===== config.mk =====
export PLATFORM = sky130hd
export DESIGN_NAME = savh_queue
export DESIGN_NICKNAME = d
export VERILOG_FILES = /design/src/rtl/core/assert_macros.svh /design/src/rtl/core/savh_pkg.sv /design/src/rtl/core/savh_queue.sv
export SDC_FILE = /design/constraint.sdc
export NUM_CORES = 1
export LEC_CHECK = 0
export BUFFER_PORTS_ARGS = -buffer_cell sky130_fd_sc_hd__buf_4
export CORE_AREA = 5 5 42 44
export DETAILED_ROUTE_END_ITERATION = 16
export DIE_AREA = 0 0 47 49
export HOLD_SLACK_MARGIN = 0.06
export SLEW_MARGIN = 30
export SYNTH_ARGS = -nofsm -noshare
export SYNTH_HDL_FRONTEND = slang
export SYNTH_SLANG_ARGS = --single-unit

===== constraint.sdc =====
create_clock -name clock -period 2.12 [get_ports clock]
set_clock_uncertainty 0.05 [all_clocks]
set_input_delay 0.318 -clock clock [delete_from_list [all_inputs] [get_ports clock]]
set_output_delay 0.318 -clock clock [all_outputs]
set_load 0.1 [all_outputs]

===== src/rtl/core/assert_macros.svh =====
// assertion macros shared by the blocks of the sensor average history unit
// no dependencies; taken in by `include where a module checks itself
`ifndef ASSERT_MACROS_SVH
`define ASSERT_MACROS_SVH
`ifndef SYNTHESIS
`define SAVH_ASSERT(label, clk, rst, prop, msg) \
   label: assert property (@(posedge clk) disable iff (rst) prop) else $error(msg);
`define SAVH_ASSERT_NEVER(label, clk, rst, cond, msg) \
   label: assert property (@(posedge clk) disable iff (rst) !(cond)) else $error(msg);
`else
`define SAVH_ASSERT(label, clk, rst, prop, msg)
`define SAVH_ASSERT_NEVER(label, clk, rst, cond, msg)
`endif
`endif


===== src/rtl/core/savh_pkg.sv =====
// types, constants and width helpers of the sensor average history unit
// no dependencies; used by every other file but savh_stream_if and assert_macros.svh
package savh_pkg;

   localparam int HISTORY_DEPTH_DEFAULT     = 30;
   localparam int SAMPLES_PER_POINT_DEFAULT = 60;
   localparam int QUEUE_DEPTH               = 2;

   typedef enum logic {
      KIND_SAMPLE = 1'b0,
      KIND_READ   = 1'b1
   } kind_type;

   typedef struct packed {
      kind_type           kind;
      logic [15:0]        chamber_tvoc;
      logic [15:0]        chamber_eco2;
      logic signed [7:0]  chamber_temp;
      logic [6:0]         chamber_rh;
      logic [15:0]        room_tvoc;
      logic [15:0]        room_eco2;
      logic signed [7:0]  room_temp;
      logic [6:0]         room_rh;
      logic [4:0]         age_index;
   } req_item_type;

   typedef struct packed {
      logic [15:0]        avg_chamber_tvoc;
      logic [15:0]        avg_chamber_eco2;
      logic signed [7:0]  avg_chamber_temp;
      logic [6:0]         avg_chamber_rh;
      logic [15:0]        avg_room_tvoc;
      logic [15:0]        avg_room_eco2;
      logic signed [7:0]  avg_room_temp;
      logic [6:0]         avg_room_rh;
   } point_type;

   typedef struct packed {
      logic [15:0]        avg_chamber_tvoc;
      logic [15:0]        avg_chamber_eco2;
      logic signed [7:0]  avg_chamber_temp;
      logic [6:0]         avg_chamber_rh;
      logic [15:0]        avg_room_tvoc;
      logic [15:0]        avg_room_eco2;
      logic signed [7:0]  avg_room_temp;
      logic [6:0]         avg_room_rh;
      logic               point_written;
      logic               entry_valid;
      logic [4:0]         points_stored;
      logic [5:0]         samples_pending;
   } rsp_item_type;

   // classified word handed from front to back
   typedef struct packed {
      logic               is_read;
      logic               finish;
      logic               entry_valid;
      logic [4:0]         points_stored;
      logic [5:0]         samples_pending;
   } ctrl_type;

   function automatic int count_width(input int spp);
      return $clog2(spp + 1);
   endfunction

   function automatic int addr_width(input int depth);
      return (depth > 1) ? $clog2(depth) : 1;
   endfunction

endpackage


===== src/rtl/core/savh_queue.sv =====
// short first-in first-out queue of classified words between front and back
// depends on savh_pkg for the queue depth
module savh_queue #(
   parameter int WIDTH = 1
) (
   input  logic             clock,
   input  logic             reset,
   input  logic             push,
   input  logic [WIDTH-1:0] wdata,
   output logic             full,
   output logic             rvalid,
   output logic [WIDTH-1:0] rdata,
   input  logic             pop
);

   localparam int PTR_W = savh_pkg::addr_width(savh_pkg::QUEUE_DEPTH);
   localparam int LVL_W = $clog2(savh_pkg::QUEUE_DEPTH + 1);

   logic [WIDTH-1:0] slot_ff [savh_pkg::QUEUE_DEPTH];
   logic [PTR_W-1:0] wr_ptr_ff, wr_ptr_in;
   logic [PTR_W-1:0] rd_ptr_ff, rd_ptr_in;
   logic [LVL_W-1:0] level_ff, level_in;

   always_comb begin
      wr_ptr_in = wr_ptr_ff;
      rd_ptr_in = rd_ptr_ff;
      if (push) begin
         wr_ptr_in = (wr_ptr_ff == PTR_W'(savh_pkg::QUEUE_DEPTH - 1)) ? '0
                                                                      : wr_ptr_ff + PTR_W'(1);
      end
      if (pop) begin
         rd_ptr_in = (rd_ptr_ff == PTR_W'(savh_pkg::QUEUE_DEPTH - 1)) ? '0
                                                                      : rd_ptr_ff + PTR_W'(1);
      end
      case ({push, pop})
         2'b10:   level_in = level_ff + LVL_W'(1);
         2'b01:   level_in = level_ff - LVL_W'(1);
         default: level_in = level_ff;
      endcase
   end

   always_ff @(posedge clock) begin
      if (reset) begin
         wr_ptr_ff <= '0;
         rd_ptr_ff <= '0;
         level_ff  <= '0;
      end else begin
         wr_ptr_ff <= wr_ptr_in;
         rd_ptr_ff <= rd_ptr_in;
         level_ff  <= level_in;
      end
   end

   always_ff @(posedge clock) begin
      if (push) begin
         slot_ff[wr_ptr_ff] <= wdata;
      end
   end

   assign full   = (level_ff == LVL_W'(savh_pkg::QUEUE_DEPTH));
   assign rvalid = (level_ff != '0);
   assign rdata  = slot_ff[rd_ptr_ff];

endmodule


# Word-level counts from Yosys, hierarchy flattened
# Memory sizes are Yosys's and may differ from the RTL's. A register that Yosys moved wholly into a read port is not among the register bits.
# Index checks and enable logic that the tools add are counted.
# W data, S select, Z words.
[totals]
out_inout_bits = 3
regBits = 4
mem_bits_rw = 2
input_bits = 5
mem_count = 1
elab_cells = 20
[memory_table]
columns = ["name", "words", "width", "read_ports", "rd_clocked_by_memory_dff", "write_ports", "line_no", "rtl"]
rows = [
  ["slot_ff", 2, 1, 1, 1, 1, "savh_queue.sv:19", "logic [WIDTH-1:0] slot_ff [savh_pkg::QUEUE_DEPTH];"],
]
[op_classes]
addsub = 4
muxes = 7
n_reduce_logical = 2
n_eq_ne = 3
[ops]
columns = ["cell", "n"]
rows = [
  ["$mux W1", 6],
  ["$eq A2 B2 Y1 const B", 2],
  ["$pmux W2 S2", 1],
  ["$reduce_bool A2 Y1", 2],
  ["$add A1 B1 Y1 const B", 2],
  ["$add A2 B1 Y2 const B", 1],
  ["$eq A2 B1 Y1 const B", 1],
  ["$sub A2 B1 Y2 const B", 1],
]

# Logic depth before layout (Yosys ltp)
# Gate-level depths: netlist of run 1.
[depth]
depth_word = 4
mapped_depth = 5
mapped_depth_nobuf = 5

# Least setup slack after synthesis of run 1
# No wires, ideal clock.
[synth_path]
path_type = "input -> register"
startpoint = "in push"
endpoint = "reg level_ff[1]"
path_slack_ns = 0.881
n_path_buf = 0
arrival_time_ns = 1.119
setup_time_ns = 0.070
stages = 4
t_required_ns = 2.000
cell_sequence = "inv_1 -> ha_1 -> or3_1 -> a21oi_1"
[synth_via]
elab_chain_len = 2
elab_cells_between_ends = 4
classes_between = "2 x eq/ne; 1 x mux; 1 x reduce/logical"
[synth_lines]
columns = ["element", "line_no", "rtl"]
rows = [
  ["from (decl)", "savh_queue.sv:8", "input logic push,"],
  ["$eq A2 B1 Y1 / $eq A2 B2 Y1 (equally long branches)", "savh_queue.sv:35", "case ({push, pop})"],
  ["$pmux W2 S2 / $reduce_bool A2 Y1 (equally long branches)", "n/a", ""],
  ["to (signal assigned)", "savh_queue.sv:50", "level_ff <= level_in;"],
  ["to (decl)", "savh_queue.sv:22", "logic [LVL_W-1:0] level_ff, level_in;"],
]
# Several ways; a longest one is shown, not always the timed one.
# A chain may end at the register's enable or synchronous reset.

==> reports/qor.csv, run 1 <==
metric,value,unit
fin_crit,1.49,ns
slowest_delay,0.32,ns
io_pins,8,
antenna_cells,0,
placed_cell_area,352,sq um
worstHoldStart,wdata,
synth_top_family_by_area,simple AND/OR/NAND/NOR gates,
r2r_start,level_ff[0],
rsz0062_at_grt,no,
postSynthCellCount,25,
ys_seq_area_share,57.4,%
synthXorXnorAreaFrac,12.6,%
wl,426,um
clock.fmax,0.670,GHz
postCtsSetupRepairBufs,0,
viasPerCell,3.58,
setup.worst_path.start_class,flop,
dieArea,2300,sq um
dp_hpwl,320,um
h-tree-depth,1,
rr_worst_depth,3,
coreArea,1400,sq um
tightest_slew,0.278,ns
rr_endpoint,level_ff[1],
slowest_stage,dfxtp_1,
post_synth.cell_area_avg,11.2,sq um
cts-resized-gates,0,
min_path_type,input port to flop,
muxShareOfSynthArea,4.04,%
fin_setup_tns,0,ns
end_kind,primary output,
drtIter0Drc,1,
grt.overflow.total,0,
synth_adder_area_share,4.48,%
fin_nets,43,
max-slew-margin-rel,81.6,%
grt_pass1_wl,600,um
start_util,19.9,%
leakagePower,0.000163,uW
nFillCells,158,
crit_chain,mux2_2 > buf_4,
synth_nets,31,
die-width,47,um
status,finished clean,
p_per_area,1070,nW/um^2
setup_viol,0,
maxCapViolations,0,
critPathKind,flop to primary output,
wl_per_cell,8.19,um
critPathBufInv,1,
holdPathEnd,slot_ff[0],
hold_buffers,0,
antenna_left,0,
area_delta_synth_final,35.4,%
worstHoldPathCells,1,
grt_max_degree,6,
die_h,49,um
fin_crit_sh,70.4,%
cp.arrival,1.12,ns
r2r_setup_slack,1.07,ns
cts_buffers,3,
synth-simple-area-share,16.6,%
cts_tree,done,
drive_above_1_share,36.1,%
hold_viol,0,
port_buffers,7,
ir_drop,0.000259,V
yosysUniqueCellTypes,14,
synth_compound_area_share,3.59,%
root_buffer,clkbuf_4,
synth_area_leader_cell,dfxtp_1,
clock_latency,0.25,ns
ys_seq_elements,7,
cts_buffer_depth,2,
clk_pin_slew,0.05,ns
cp_max_fo,1,
drv_slew,0,
rows,14,
cp_top_family,flip-flops,
grt_pass1_vias,148,
yosysWarnings,0,
vias,186,
design_area,378,sq um
synth_area,279,sq um
finalWeightedCongestion,0.579,
first_pass_iters,2,
required,1.75,ns
synth.top_cell.area_share,35.9,%
antenna_found_initial,0,
drc_errors,0,
yosys-top-cells-area,"dfxtp_1, edfxtp_1, xnor2_1, nor2_1, ha_1",
cts_sinks,7,
grt_usage,4.46,%
-- area by class of cell --
class | instances | area, sq um | share of cell area [%]
Clock buffer | 4 | 26.3 | 6.95
Inverter | 1 | 3.75 | 0.993
Multi-Input combinational cell | 17 | 115 | 30.5
Sequential cell | 7 | 160 | 42.4
Tap cell | 16 | 20.0 | 5.30
Timing Repair Buffer | 7 | 52.6 | 13.9
-- cells in the mapped netlist --
| library cell | instances |
|---|---|
| o21ai_0 | 1 |
| xnor2_1 | 3 |
| mux2_2 | 1 |
| or3_1 | 1 |
| edfxtp_1 | 2 |
| and2b_2 | 1 |
| nor2_1 | 5 |
| ha_1 | 1 |
| or2_2 | 1 |
| dfxtp_1 | 5 |
| and2_1 | 1 |
| inv_1 | 1 |
| xor2_1 | 1 |
| a21oi_1 | 1 |
-- per-layer routing --
metal | up-vias | GRT usage (%) | wire length [um]
met3 | 4 | 3.32 | 50
met1 | 72 | 5.13 | 197
li1 | 102 | - | -
met5 | - | 0 | 0
met2 | 8 | 3.62 | 152
met4 | 0 | 6.91 | 27
-- placed cells by master, fill, tap and decap left out, drive strengths merged, types with 2 or more instances in the layout --
master,synthesis,routed
xnor2,3,3
clkbuf,0,4
buf,0,7
edfxtp,2,2
nor2,5,5
dfxtp,5,5
-- worst max path at each step --
stage | start | endpoint | depth (start not counted)
finish | flop | rdata | 2
global route | flop | rdata | 2
CTS | flop | rdata | 2
detailed placement | push | level_ff[1] | 5
global placement | push | level_ff[1] | 5
floorplan | push | level_ff[1] | 4
-- where the power goes --
group / switching [uW] / leakage, uW / internal [uW] / total (uW)
sequential: 8.66 / 0.0000603 / 152 / 161
clock: 48.8 / 0.0000150 / 71.8 / 121
combinational: 84.3 / 0.0000879 / 36.9 / 121
-- worst reg2reg max path: stages, from the launching register on --
cell     delay [ns]
dfxtp_1        0.38
xnor2_1        0.10
or3_1          0.31
a21oi_1        0.14
-- cell families (layout without fill, tap and decap cells) --
logic type,after synthesis,count (layout)
AOI/OAI and AO/OA,2,2
xor gates and xnor gates,4,4
adders and majority gates,1,1
buffers and inverters,1,12
DFF,7,7
muxes,1,1
and+or+nand+nor,9,9
-- stage by stage --
step	std cells	hold WS, ns	util (%)	total power [uW]	worst slack [ns]
4_1_cts	52	0.195	27.0	411	0.614
2_1_floorplan	25	0.337	-	260	0.881
3_5_place_dp	48	0.441	25.1	285	0.719
5_1_grt	52	0.190	27.0	426	0.581
3_3_place_gp	48	0.436	25.1	285	0.743
6_report	52	0.203	27.0	403	0.628
(Power assumes the default switching activity.)
==> inputs of run 2 (changes only) <==
Settings changed: ABC_AREA set to 1.
Clock period 2.12 ns to 1.55 ns, I/O delays scaled along.
==> run 2 against run 1 <==
Effect of this change: global-route usage increased by 0.98 points; first-iteration DRC count increased to 3.0 times the previous value; clock power increased by 34%; setup slack got worse by 0.48 ns; highest routed layer unchanged; non-clock buffer count unchanged; sequential power increased by 34%; largest power group unchanged; largest cell class unchanged; hold slack got worse by 0.087 ns.
==> reports/qor.csv, run 2 <==
metric,value,unit
grt_pass1_wl,890,um
start_util,21.2,%
synth.top_cell.area_share,33.8,%
yosysWarnings,0,
drtIter0Drc,3,
muxShareOfSynthArea,3.80,%
synth_edf_count,2,
dr_wl_met3,31,um
drive_above_1_share,25.5,%
rr_endpoint,level_ff[1],
wl_per_cell,8.29,um
final_common_cell,nor2_1,
design_area,398,sq um
synth_common_cells,"nor2_1, inv_1, nand2_1",
rsz0062_at_grt,no,
setup_viol,0,
cts_sinks,7,
antenna_left,0,
grt.overflow.total,0,
m1WireLength,233,um
r2r_start,level_ff[0],
finalWeightedCongestion,0.675,
rows,14,
ys_async_sr_fraction,0,%
fin_crit,1.40,ns
synthXorXnorAreaFrac,2.95,%
grt_max_degree,5,
synth_area,297,sq um
synth_top_family_by_area,simple AND/OR/NAND/NOR gates,
maxCapViolations,0,
postSynthCellCount,36,
rr_worst_depth,5,
viasPerCell,3.98,
placed_cell_area,372,sq um
hold_viol,0,
holdPathEnd,rd_ptr_ff,
postCtsSetupRepairBufs,0,
min_path_type,input port to flop,
cts-resized-gates,0,
synth_most_common_cell,nor2_1,
io_pins,8,
cts_buffer_depth,2,
post_synth.cell_area_avg,8.24,sq um
drv_slew,0,
synth_area_leader_cell,dfxtp_1,
cts_tree,done,
dr_wl_met2,243,um
drc_errors,0,
cts_buffers,3,
grt_pass1_vias,263,
synth-simple-area-share,22.8,%
h-tree-depth,1,
clock_latency,0.25,ns
clock.fmax,0.716,GHz
die_h,49,um
setup.worst_path.start_class,flop,
mostFrequentLayoutCells,"nor2_1, inv_1, buf_4, nand2_1, dfxtp_1",
antenna_found_initial,0,
worstHoldStart,reset,
fin_crit_sh,90.1,%
ys_seq_elements,7,
tightest_slew,0.280,ns
clk_pin_slew,0.05,ns
synth_adder_area_share,4.22,%
max-slew-margin-rel,81.5,%
coreArea,1400,sq um
cp_max_fo,1,
status,finished clean,
yosysUniqueCellTypes,12,
port_buffers,7,
r2r_setup_slack,0.67,ns
required,1.27,ns
vias,251,
critPathKind,flop to primary output,
post-route-util,28.4,%
synth_nets,42,
leakagePower,0.000197,uW
end_kind,primary output,
highest_layer,met4,
grt_usage,5.44,%
synth-main-ff-cell,dfxtp_1,
fin_ws,0.153,ns
fin_setup_tns,0,ns
yosys-top-cells-area,"dfxtp_1, edfxtp_1, nor2_1, inv_1, nand2_1",
antenna_cells,0,
worstHoldPathCells,2,
first_pass_iters,4,
synth_compound_area_share,3.38,%
area_delta_synth_final,34.2,%
ir_drop,0.000423,V
cp.arrival,1.11,ns
wl,522,um
p_per_area,1310,nW/um^2
ys_seq_area_share,54.0,%
root_buffer,clkbuf_4,
hold_buffers,0,
dieArea,2300,sq um
die-width,47,um
dp_slack,0.382,ns
fin_nets,54,
==> run 2: metrics by stage <==
step,hold slack (ns),total power [uW],instances
3_5_place_dp,0.373,363,59
5_1_grt,0.120,549,63
3_3_place_gp,0.371,360,59
6_report,0.116,520,63
4_1_cts,0.112,529,63
2_1_floorplan,0.255,328,36
==> run 2: cell type report <==
class                      count  area [sq um]
tap                           16          20.0
inverter                       7          26.3
sequential                     7           160
multi-input combinational     22           113
clock buffer                   4          26.3
fill                         160          1000
timing repair buffer           7          52.6
==> run 2: worst max-delay path by stage <==
stage                  end  slack, ns
5_1_grt             rvalid       0.11
3_3_place_gp   level_ff[1]       0.43
6_report             rdata       0.15
4_1_cts              rdata       0.13
2_1_floorplan         full       0.11
3_5_place_dp   level_ff[1]       0.38
==> run 2: cell families after synthesis <==
group | Yosys count
muxes | 1
xor gates and xnor gates | 1
adders and majority gates | 1
and+or+nand+nor | 17
DFF | 7
buffers and inverters | 7
AOI/OAI and AO/OA | 2
==> run 2: worst max-delay path, cell delays in order, from the launching register on <==
cell	delay (ns)
dfxtp_1	0.31
mux2_2	0.33
buf_4	0.23
==> run 2: layer usage <==
layer,vias up,GRT usage (%)
li1,132,-
met1,110,5.78
met2,7,8.14
met3,2,2.21
met4,0,4.15
met5,-,0
==> run 2: power by group <==
group | internal, uW | switching (uW)
sequential | 205 | 9.41
combinational | 38.6 | 105
clock | 98.0 | 64.0
==> inputs of run 3 (changes only) <==
Settings changed: CTS_BUF_LIST set to sky130_fd_sc_hd__clkbuf_16.
==> run 3 against run 2 <==
Effect of this change: total power is 52% higher; highest routed layer unchanged; non-clock buffer count stayed put; largest power group is now the clock network; cell area is 13% higher; sequential share of layout area is 4.7 points lower; largest cell class unchanged; combinational power hardly changed; critical path depth stayed put.
==> reports/qor.csv, run 3 (same netlist as run 2, synthesis figures left out) <==
metric,value,unit
rows,14,
p_per_area,1750,nW/um^2
fin_crit,1.38,ns
status,finished clean,
setup_viol,0,
mostFrequentLayoutCells,"inv_1, nor2_1, buf_4, nand2_1, dfxtp_1",
cts_sinks,7,
cp.arrival,1.10,ns
ir_drop,0.000578,V
drv_slew,0,
coreArea,1400,sq um
p_sw,208,uW
antenna_found_initial,0,
wl,543,um
clock_latency,0.23,ns
cp_max_fo,1,
die_h,49,um
seq_power_share,27.3,%
critPathKind,flop to primary output,
h-tree-depth,1,
port_buffers,7,
leakagePower,0.000224,uW
design_area,450,sq um
tightest_slew,0.280,ns
cts_tree,done,
clk_pin_slew,0.04,ns
antenna_left,0,
root_buffer,clkbuf_16,
postCtsSetupRepairBufs,0,
max-slew-margin-rel,81.5,%
viasPerCell,4.03,
drive_above_1_share,25.5,%
drtIter0Drc,2,
fin_nets,54,
start_util,21.2,%
required,1.27,ns
hold_viol,0,
setup.worst_path.start_class,flop,
clock_power_share,54.5,%
maxCapViolations,0,
finalWeightedCongestion,0.675,
first_pass_iters,2,
grt_pass1_wl,903,um
io_pins,8,
area_delta_synth_final,51.9,%
grt_pass1_vias,262,
min_path_type,input port to flop,
placed_cell_area,372,sq um
cts_buffer_depth,2,
nFillCells,152,
grt_max_degree,5,
end_kind,primary output,
hold_buffers,0,
fin_crit_sh,88.9,%
fin_setup_tns,0,ns
vias,254,
grt.overflow.total,0,
drc_errors,0,
grt_usage,5.59,%
antenna_cells,0,
swShare,26.4,%
wl_per_cell,8.62,um
rsz0062_at_grt,no,
dieArea,2300,sq um
power.internal,580,uW
cts-resized-gates,0,
comb_power_share,18.2,%
cts_buffers,3,
die-width,47,um
clock.fmax,0.725,GHz
-- run 3: cell count changes in the layout (fill, tap and decap cells not counted) --
| cell | change |
|---|---|
| clkbuf_1 | -1 |
| clkbuf_16 | +3 |
| clkbuf_4 | -3 |
| inv_1 | +1 |
-- run 3: power by group through the flow --
stage	Sequential (uW)	Combinational [uW]	Clock, uW
after floorplan	216	112	0
after global placement	218	142	0
after detailed placement	218	145	0
after CTS	216	145	437
after global routing	217	154	450
final	215	143	430
-- run 3: worst max-delay path: stages, from the launching register on --
cell and delay [ns]:
dfxtp_1 0.31, mux2_2 0.33, buf_4 0.23
-- run 3: stage by stage --
stage | power, uW | utilization [%] | instances | hold slack [ns] | setup slack [ns]
3_5_place_dp | 363 | 26.5 | 59 | 0.373 | 0.382
4_1_cts | 798 | 32.1 | 63 | 0.138 | 0.156
5_1_grt | 822 | 32.1 | 63 | 0.140 | 0.137
3_3_place_gp | 360 | 26.5 | 59 | 0.371 | 0.426
2_1_floorplan | 328 | - | 36 | 0.255 | 0.106
6_report | 788 | 32.1 | 63 | 0.138 | 0.171
-- run 3: worst paths after layout --
| check | start | endpoint | slack (ns) | depth (start not counted) |
|---|---|---|---|---|
| setup / recovery | flop | rdata | 0.17 | 2 |
| hold / removal | reset | rd_ptr_ff | 0.14 | 2 |
| hold reg to reg | level_ff[1] | level_ff[1] | 0.45 | 2 |
| setup reg to reg | level_ff[0] | level_ff[1] | 0.69 | 5 |
-- run 3: cell type report --
cell class                      instances  area (sq um)  area share [%]
Clock buffer                            3          75.1            16.7
Clock inverter                          1          3.75           0.833
Inverter                                7          26.3            5.83
Multi-Input combinational cell         22           113            25.0
Sequential cell                         7           160            35.6
Tap cell                               16          20.0            4.44
Timing Repair Buffer                    7          52.6            11.7
-- run 3: metal layers --
metal | global-route usage [%] | vias to the layer above | wire (um)
li1 | - | 132 | -
met1 | 5.79 | 111 | 237
met2 | 8.60 | 8 | 250
met3 | 1.11 | 3 | 31
met4 | 5.53 | 0 | 23
met5 | 0 | - | 0
